<file path="src/rtl/xcp_pkg.sv">
`default_nettype none

package xcp_pkg;

  // largest supported side of the square image
  localparam int MAX_SIDE = 512;

  localparam int CFG_W   = 10;
  localparam int COUNT_W = 18;
  localparam int COL_W   = (MAX_SIDE > 1) ? $clog2(MAX_SIDE) : 1;
  localparam int SIDE_W  = $clog2(MAX_SIDE + 1);

  localparam logic [COUNT_W-1:0] COUNT_MAX = {COUNT_W{1'b1}};
  localparam int SIDE_RESET_I = (512 > MAX_SIDE) ? MAX_SIDE : 512;
  localparam logic [SIDE_W-1:0] SIDE_RESET = SIDE_W'(SIDE_RESET_I);

  // queue between the front and the back
  localparam int QDEPTH = 4;
  localparam int QPTR_W = $clog2(QDEPTH);
  localparam int QCNT_W = $clog2(QDEPTH + 1);

  // one classified pixel
  typedef struct packed {
    logic             px;
    logic [COL_W-1:0] col;
    logic             first_col;  // window restarts at column zero
    logic             check;      // window centers on an interior position
    logic             last;       // last pixel of the grid
  } item_t;

endpackage

`default_nettype wire

</file>
<file path="src/rtl/xcp_front.sv">
`default_nettype none

module xcp_front (
  input  wire logic                        clk,
  input  wire logic                        rst_n,
  input  wire logic                        cfg_wr_en,
  input  wire logic [xcp_pkg::CFG_W-1:0]   cfg_wr_data,
  input  wire logic                        in_valid,
  input  wire logic                        in_pixel_is_x,
  input  wire logic                        q_full,
  output logic                             in_ready,
  output logic                             push,
  output xcp_pkg::item_t                   item
);
  import xcp_pkg::*;

  logic [SIDE_W-1:0] side_r, side_nxt;
  logic [COL_W-1:0]  col_r, col_nxt;
  logic [COL_W-1:0]  row_r, row_nxt;
  logic              col_end, row_end;

  assign in_ready = !q_full;
  assign push     = in_valid && !q_full;

  assign col_end = ({1'b0, col_r} + 1'b1) >= side_r;
  assign row_end = ({1'b0, row_r} + 1'b1) >= side_r;

  always_comb begin
    item.px        = in_pixel_is_x;
    item.col       = col_r;
    item.first_col = (col_r == '0);
    item.check     = (row_r >= COL_W'(2)) && (col_r >= COL_W'(2));
    item.last      = col_end && row_end;
  end

  // clamp the written side to 1..MAX_SIDE
  always_comb begin
    side_nxt = side_r;
    col_nxt  = col_r;
    row_nxt  = row_r;
    if (cfg_wr_en) begin
      if (cfg_wr_data == '0) begin
        side_nxt = SIDE_W'(1);
      end else if (int'(cfg_wr_data) > MAX_SIDE) begin
        side_nxt = SIDE_W'(MAX_SIDE);
      end else begin
        side_nxt = SIDE_W'(cfg_wr_data);
      end
      col_nxt = '0;
      row_nxt = '0;
    end else if (push) begin
      if (col_end) begin
        col_nxt = '0;
        row_nxt = row_end ? '0 : row_r + 1'b1;
      end else begin
        col_nxt = col_r + 1'b1;
      end
    end
  end

  always_ff @(posedge clk) begin
    if (!rst_n) begin
      side_r <= SIDE_RESET;
      col_r  <= '0;
      row_r  <= '0;
    end else begin
      side_r <= side_nxt;
      col_r  <= col_nxt;
      row_r  <= row_nxt;
    end
  end

endmodule

`default_nettype wire

</file>
<file path="src/rtl/xcp_fifo.sv">
`default_nettype none

module xcp_fifo (
  input  wire logic           clk,
  input  wire logic           rst_n,
  input  wire logic           push,
  input  wire xcp_pkg::item_t push_item,
  input  wire logic           pop,
  output logic                full,
  output logic                not_empty,
  output xcp_pkg::item_t      head
);
  import xcp_pkg::*;

  item_t             ent_r [QDEPTH];
  logic [QPTR_W-1:0] wr_ptr_r, rd_ptr_r;
  logic [QCNT_W-1:0] cnt_r, cnt_nxt;

  assign full      = (cnt_r == QCNT_W'(QDEPTH));
  assign not_empty = (cnt_r != '0);
  assign head      = ent_r[rd_ptr_r];

  always_comb begin
    cnt_nxt = cnt_r;
    if (push && !pop) begin
      cnt_nxt = cnt_r + 1'b1;
    end else if (pop && !push) begin
      cnt_nxt = cnt_r - 1'b1;
    end
  end

  always_ff @(posedge clk) begin
    if (push) begin
      ent_r[wr_ptr_r] <= push_item;
    end
  end

  always_ff @(posedge clk) begin
    if (!rst_n) begin
      wr_ptr_r <= '0;
      rd_ptr_r <= '0;
      cnt_r    <= '0;
    end else begin
      if (push) begin
        wr_ptr_r <= (wr_ptr_r == QPTR_W'(QDEPTH - 1)) ? '0 : wr_ptr_r + 1'b1;
      end
      if (pop) begin
        rd_ptr_r <= (rd_ptr_r == QPTR_W'(QDEPTH - 1)) ? '0 : rd_ptr_r + 1'b1;
      end
      cnt_r <= cnt_nxt;
    end
  end

endmodule

`default_nettype wire

</file>
<file path="src/rtl/xcp_back.sv">
`default_nettype none

module xcp_back (
  input  wire logic                        clk,
  input  wire logic                        rst_n,
  input  wire logic                        cfg_wr_en,
  input  wire logic                        q_not_empty,
  input  wire xcp_pkg::item_t              q_head,
  output logic                             pop,
  output logic                             out_valid,
  input  wire logic                        out_ready,
  output logic [xcp_pkg::COUNT_W-1:0]      out_cross_count
);
  import xcp_pkg::*;

  // line store: bit 0 holds row r-1, bit 1 holds row r-2
  logic [1:0]         line_mem [MAX_SIDE];
  logic [1:0]         rdata_r;

  item_t              cur_r;
  logic               cur_v_r, cur_v_nxt;
  logic [8:0]         win_r, win_nxt;
  logic [COUNT_W-1:0] total_r, total_nxt, total_inc;
  logic               out_v_r, out_v_nxt;
  logic [COUNT_W-1:0] out_d_r;

  logic               out_busy, done, hit;
  logic [2:0]         col_bits;
  logic [8:0]         win_new;

  assign out_busy = out_v_r && !out_ready;
  assign done     = cur_v_r && !(cur_r.last && out_busy);
  assign pop      = q_not_empty && (!cur_v_r || done);

  assign col_bits = {cur_r.px, rdata_r[0], rdata_r[1]};
  assign win_new  = {col_bits, (cur_r.first_col ? 6'b0 : win_r[8:3])};
  // center plus four diagonal corners
  assign hit       = cur_r.check && win_new[0] && win_new[2] && win_new[4]
                     && win_new[6] && win_new[8];
  assign total_inc = (hit && total_r != COUNT_MAX) ? total_r + 1'b1 : total_r;

  always_comb begin
    cur_v_nxt = pop ? 1'b1 : (done ? 1'b0 : cur_v_r);
    win_nxt   = win_r;
    total_nxt = total_r;
    out_v_nxt = out_busy;
    if (cfg_wr_en) begin
      win_nxt   = '0;
      total_nxt = '0;
    end else if (done) begin
      win_nxt   = cur_r.last ? '0 : win_new;
      total_nxt = cur_r.last ? '0 : total_inc;
      if (cur_r.last) begin
        out_v_nxt = 1'b1;
      end
    end
  end

  always_ff @(posedge clk) begin
    if (pop) begin
      rdata_r <= line_mem[q_head.col];
    end
    if (done) begin
      line_mem[cur_r.col] <= {rdata_r[0], cur_r.px};
    end
  end

  always_ff @(posedge clk) begin
    if (pop) begin
      cur_r <= q_head;
    end
    if (done && cur_r.last) begin
      out_d_r <= total_inc;
    end
  end

  always_ff @(posedge clk) begin
    if (!rst_n) begin
      cur_v_r <= 1'b0;
      win_r   <= '0;
      total_r <= '0;
      out_v_r <= 1'b0;
    end else begin
      cur_v_r <= cur_v_nxt;
      win_r   <= win_nxt;
      total_r <= total_nxt;
      out_v_r <= out_v_nxt;
    end
  end

  assign out_valid       = out_v_r;
  assign out_cross_count = out_d_r;

endmodule

`default_nettype wire

</file>
<file path="src/rtl/x_cross_pattern_counter.sv">
// Counts diagonal crosses in a square binary image streamed in raster order,
// one pixel per transfer; a cross is an interior pixel that is marked along
// with its four diagonal neighbours. After the last pixel of a grid the count
// appears as one output transfer and a new grid begins. Writing cfg_wr_data
// sets the side (0 acts as 1, values above 512 act as 512) and restarts the
// grid; write only while idle. One pixel per cycle is sustained: the front
// tags each pixel with its row and column flags, a four-entry queue decouples
// it from the back, which does one line-store read and one write per cycle
// through a single registered read port. A pixel goes from input transfer to
// a queue entry, then to the back's current register, where it is counted;
// the back stalls only while a finished count waits on out_ready. No
// clearing after reset is needed: unwritten line-store bits never count.
`default_nettype none

module x_cross_pattern_counter (
  input  wire logic                        clk,
  input  wire logic                        rst_n,
  input  wire logic                        cfg_wr_en,
  input  wire logic [xcp_pkg::CFG_W-1:0]   cfg_wr_data,
  input  wire logic                        in_valid,
  output logic                             in_ready,
  input  wire logic                        in_pixel_is_x,
  output logic                             out_valid,
  input  wire logic                        out_ready,
  output logic [xcp_pkg::COUNT_W-1:0]      out_cross_count
);
  import xcp_pkg::*;

  item_t front_item, q_head;
  logic  push, pop, q_full, q_not_empty;

  // pixel classification and position counters
  xcp_front u_front (
    .clk           (clk),
    .rst_n         (rst_n),
    .cfg_wr_en     (cfg_wr_en),
    .cfg_wr_data   (cfg_wr_data),
    .in_valid      (in_valid),
    .in_pixel_is_x (in_pixel_is_x),
    .q_full        (q_full),
    .in_ready      (in_ready),
    .push          (push),
    .item          (front_item)
  );

  // decoupling queue
  xcp_fifo u_fifo (
    .clk       (clk),
    .rst_n     (rst_n),
    .push      (push),
    .push_item (front_item),
    .pop       (pop),
    .full      (q_full),
    .not_empty (q_not_empty),
    .head      (q_head)
  );

  // line store, window and running total
  xcp_back u_back (
    .clk             (clk),
    .rst_n           (rst_n),
    .cfg_wr_en       (cfg_wr_en),
    .q_not_empty     (q_not_empty),
    .q_head          (q_head),
    .pop             (pop),
    .out_valid       (out_valid),
    .out_ready       (out_ready),
    .out_cross_count (out_cross_count)
  );

endmodule

`default_nettype wire
</file>
<file path="config.mk">
export PLATFORM = sky130hd
export DESIGN_NAME = x_cross_pattern_counter
export DESIGN_NICKNAME = d
export VERILOG_FILES = /design/src/rtl/xcp_pkg.sv /design/src/rtl/xcp_front.sv /design/src/rtl/xcp_fifo.sv /design/src/rtl/xcp_back.sv /design/src/rtl/x_cross_pattern_counter.sv
export SDC_FILE = /design/constraint.sdc
export NUM_CORES = 2
export LEC_CHECK = 0
export ABC_AREA = 1
export BUFFER_PORTS_ARGS = -buffer_cell sky130_fd_sc_hd__buf_2
export CAP_MARGIN = 15
export CORE_UTILIZATION = 50
export CTS_BUF_LIST = sky130_fd_sc_hd__clkbuf_4 sky130_fd_sc_hd__clkbuf_8
export CTS_CLUSTER_DIAMETER = 30
export DETAILED_ROUTE_END_ITERATION = 8
export PLACE_DENSITY_LB_ADDON = 0.1
export RECOVER_POWER = 100
export SLEW_MARGIN = 20
export SYNTH_ARGS = -nofsm -noshare
export SYNTH_HDL_FRONTEND = slang
export SYNTH_HIERARCHICAL = 1
export SYNTH_SLANG_ARGS = --single-unit
</file>
<file path="constraint.sdc">
create_clock -name clk -period 9.92 [get_ports clk]
set_clock_uncertainty 0.2 [all_clocks]
set_input_delay 0.496 -clock clk [delete_from_list [all_inputs] [get_ports clk]]
set_output_delay 0.496 -clock clk [all_outputs]
set_load 0.01 [all_outputs]
</file>
Word-level counts from Yosys, hierarchy flattened:

Memory sizes are Yosys's and may differ from the RTL's. A register that Yosys moved wholly into a read port is not among the register bits.
Cells that the tools add are included.

* latch bits: 0
* output and inout port bits: 20
* bits of input ports: 16
* memories kept: 2
* bits in registers: 95
* memory bits (writable): 1076
* bits in read-only memories: 0

* eq/ne operators: 4
* shifts and indexed selects: 0
* multiplexer cells: 23
* reduce and logical (&&, ||, !) cells: 30
* add/subtract/negate cells: 9
* div/mod/pow operators: 0
* multiply operators: 0
* bitwise gates (word level): 1
* order comparisons: 5

Memories
* u_back.line_mem: depth 512, width 2, rd ports 1, clocked after memory_dff 1, wr ports 1, line xcp_back.sv:17 `logic [1:0] line_mem [MAX_SIDE];`
* u_fifo.ent_r: depth 4, width 13, rd ports 1, clocked after memory_dff 1, wr ports 1, line xcp_fifo.sv:15 `item_t ent_r [QDEPTH];`

Operators with widths (number)
* $mux W18: 2
* $mux W9: 3
* $add A9 B1 Y10 const B: 2
* $ge A10 B10 Y1: 2
* $mux W10: 2
* $add A18 B1 Y18 const B: 1
* $add A9 B1 Y9 const B: 2
* $ge A9 B2 Y1 const B: 2
* $ne A18 B18 Y1 const B: 1
* $logic_and A1 B1 Y1: 16
* $gt A10 B10 Y1 const B: 1
* $logic_not A10 Y1: 1
* $logic_not A9 Y1: 1
* $mux W1: 9
* $mux W2: 4
* $logic_not A1 Y1: 6
* $mux W3: 2
* $mux W6: 1
* $add A2 B1 Y2 const B: 2
* $eq A2 B2 Y1 const B: 2
* $reduce_bool A2 Y1: 2
* $add A3 B1 Y3 const B: 1
* $eq A3 B3 Y1 const B: 1
* $reduce_bool A3 Y1: 1
* other kinds (5): 5

Depth between registers and ports, before layout:

* depth after elaboration: 10
* depth in mapped cells: 21
* mapped depth without buffers: 16

Cells and area by module:

Netlist, hierarchy kept.

Modules (own cells, without submodules)
* xcp_back: area an instance 46163.0 µm², seq. area each 32240.9 µm², cells an instance 4257, times used 1
* xcp_fifo: area an instance 2436.1 µm², seq. area each 1741.7 µm², cells an instance 186, times used 1
* xcp_front: area an instance 2143.3 µm², seq. area each 560.5 µm², cells an instance 332, times used 1

Least setup slack after synthesis:

OpenSTA, ideal clock, no wires.

* path type: reg-to-reg
* from: reg u_back.cur_r (netlist bit u_back/col_bits[2])
* to: mem u_back.line_mem[0][0] (data pin)
* path slack: 2.091 ns
* stages on the path, launching flop included: 1
* setup time: 1.441 ns
* data arrival time: 6.188 ns
* path buffers: 0
* period minus slack after synthesis: 7.829 ns
* cell sequence: edfxtp_1

RTL lines
* from (decl): line xcp_back.sv:20 `item_t cur_r;`
* from (signal assigned): line xcp_back.sv:70 `cur_r <= q_head;`
* to (decl): line xcp_back.sv:17

No word-level cell before the write port.

==> results_dict.tcl <==
set metrics [dict create \
    min_path_type "in2reg" \
    wl_per_cell_um 21.3 \
    cts-root-to-sink-buffers 3 \
    path_buf_inv 3 \
    synth.distinct_cells 41 \
    root_buffer "clkbuf_8" \
    nFillCells 8808 \
    die_width_um 321 \
    use_met3 0.0472 \
    required_ns 10.36 \
    max_freq_ghz 0.129 \
    cts_post_setup_buffers_inserted 0 \
    fin_crit_ns 7.75 \
    critPathMaxFanout 34 \
    crit_slowest_cell "clkbuf_1" \
    failed_checks "max-capacitance violations, max-slew violations" \
    run_status "finished with violations" \
    final_nets 4859 \
    grt_max_degree 262 \
    grt_overflow 0 \
    avgSynthCellArea_um2 10.6 \
    ys_seq_area_frac 0.681 \
    powerDensity_nw_per_um2 328 \
    clk_pin_slew_worst_paths_ns 0.06 \
    row_count 116 \
    fin_crit_sh 0.782 \
    ys_ff_latch 1171 \
    synth_edf_count 1109 \
    drv_slew 1487 \
    dr.first_iter.drc_count 3654 \
    synth_ff_type "edfxtp_1" \
    start_util 0.506 \
    first_pass_iters 5 \
    routed_via_density 5.60 \
    via_count 35700 \
    grtUsageMet2 0.431 \
    cap_violations 30 \
    async_flop_share 0 \
    h-tree-depth 4 \
    fp.dieH_um 321 \
    gp_congestion 0.812 \
    clock-sinks 1171 \
    worst_ep_arrival_time_ns 8.19 \
    hpwlAfterDp_mm 68.9 \
    cts_tree "built" \
    drt-total-wl_mm 136 \
    holdBufCountCts 27 \
    areaGrowthSynthToFinish_pct 12.2 \
    grtUsageMet1 0.362 \
    antenna_found_initial 3 \
    power_uw 18700 \
    cp_top_family "buffers and inverters" \
    syn_inst 4775 \
    hold_viol 0 \
    io_buffer_count 35 \
    core_area_um2 100000 \
    setup_viol_count_final 0 \
    grt_usage 0.266 \
    ant_nets 0 \
    synth_nets 4824 \
    grt_pass1_vias 35300 \
    crit_top_cell "nand2_1" \
    worstSkewPairLatency_ns 0.89 \
    max_stage_delay_ns 2.26 \
    worst_setup_path_end_kind "flop" \
    final.setup.tns_ns 0 \
    worst_pin_slew_ns 4.97 \
    crit_path_cell_trace "inv_1 -> o21ai_0 -> o22ai_4 -> clkbuf_1 -> inv_1 -> nand3_1 -> nand3_1 -> nand2_1 -> nand2_1 -> nand3_1 -> nand2_1 -> nand2_1 -> nand2_1" \
    p_leak_uw 0.0200 \
    max-vdd-ir-drop_mv 0.479 \
    crit_type "reg2reg" \
    grt_pass1_wl_mm 206 \
    ctsResizeCount 0 \
    critPathLaunchType "flop" \
    syn_area_um2 50700 \
    layout_commonest_cell "nand2_1" \
    drive_above_1_share 0.0933 \
    slew_headroom -2.31 \
    drc 0 \
    synth.yosys.warnings 6 \
    top_usage_layer "met2" \
    rsz0062_at_grt "no" \
    io_pins 36 \
    dieArea_um2 103000 \
    final_cell_mix "nand2_1, edfxtp_1, nand3_1" \
    cts_inserted_buffers 237 \
]
## flip-flops by register name, indices dropped and copies added (netlist names), named ones only
| signal | cells |
|---|---|
| u_back/line_mem | 1024 |
| u_front/side_r | 10 |
| u_back/win_r | 5 |
| u_back/out_cross_count | 18 |
| u_front/row_r | 9 |
| u_fifo/wr_ptr_r | 2 |
| u_back/total_r | 18 |
| u_front/col_r | 9 |
| u_back/out_valid | 1 |
| u_back/rdata_r | 2 |
| u_fifo/rd_ptr_r | 2 |
| u_back/col_bits | 1 |
| u_back/cur_v_r | 1 |
| u_fifo/cnt_r | 3 |
| u_fifo/ent_r | 52 |
| u_back/cur_r | 12 |
## path summary, 6_finish.rpt
kind,startpoint,endpoint,slack (ns),cells past startpoint
worst max-delay path,flop,u_back/rdata_r[0],2.17,13
worst min-delay path,in_pixel_is_x,u_fifo/ent_r[0][12],0.25,2
worst max register to register,flop,u_back/rdata_r[0],2.17,13
worst min register to register,u_back/win_r[8],u_back/win_r[8],0.27,2
## Yosys cell counts, types with 2 or more instances
library cell,instances,area (µm²)
a21o_1,2,15.0
a21oi_1,42,210
buf_1,41,154
buf_2,133,666
buf_4,8,60.1
buf_6,50,563
buf_8,2,30.0
clkbuf_1,88,330
dfxtp_1,62,1240
edfxtp_1,1109,33300
ha_1,32,400
inv_1,107,402
inv_2,6,22.5
nand2_1,1297,4870
nand2_2,2,12.5
nand3_1,1040,5200
nand3_2,4,40.0
nand4_1,10,62.6
nor2_1,612,2300
nor2_2,6,37.5
nor2_4,2,22.5
nor3_1,20,100
nor4_1,5,31.3
o21ai_0,35,175
o21ai_1,7,35.0
o21ai_2,4,35.0
o22ai_1,14,87.6
or2_2,2,12.5
xnor2_1,6,52.6
xor2_1,16,140
## power by group
part | leakage, µW | switching, µW | total, µW | internal, µW
clock network | 0.00275 | 2200 | 5600 | 3400
logic | 0.00664 | 5100 | 6690 | 1590
registers | 0.0106 | 58.7 | 6390 | 6330
## cell families (layout without fill, tap and decap cells)
group	Yosys count	in the layout	synth area share
flops	1171	1171	0.681
compound gates	107	107	0.0117
simple gates	3004	3004	0.251
buf+inv	438	681	0.0447
xor+xnor	22	22	0.00380
fa+ha+maj	33	33	0.00828
other cells	0	4	0
## worst register-to-register path, stage by stage (launching register included)
cell and delay [ns]:
dfxtp_1 0.44, inv_1 0.39, o21ai_0 0.26, o22ai_4 0.14, clkbuf_1 2.26, inv_1 2.30
nand3_1 0.59, nand3_1 0.14, nand2_1 0.33, nand2_1 0.19, nand3_1 0.13, nand2_1 0.06
nand2_1 0.05, nand2_1 0.05
## routing by layer
layer  share of wire  routed length [µm]  vias up
li1                -                   -    16600
met1            0.43               58000    17500
met2            0.47               64400     1377
met3           0.076               10300      212
met4           0.024                3200        0
met5               0                   0        -
## stage by stage
step           cell area [µm²]  setup WS, ns   util  hold slack [ns]  cells
2_1_floorplan            50700          2.09      -            0.245   4775
3_3_place_gp             51400          4.99  0.513            0.254   5901
3_5_place_dp             51400          4.91  0.513            0.262   5901
4_1_cts                  57200          4.89  0.570            0.107   6375
5_1_grt                  56900          2.25  0.568            0.190   6378
6_report                 56900          2.17  0.568            0.252   6379
## final cells by class
class / count / area (µm²) / area share
diodes: 4 / 10.0 / 0.000176
clock inverters: 161 / 1830 / 0.0321
clock buffers: 286 / 3650 / 0.0641
inverters: 115 / 469 / 0.00824
flip-flops and latches: 1171 / 34500 / 0.607
multi-input cells: 3166 / 13900 / 0.245
well taps: 1357 / 1700 / 0.0298
repair buffers: 119 / 793 / 0.0139
(Power assumes the default switching activity.)
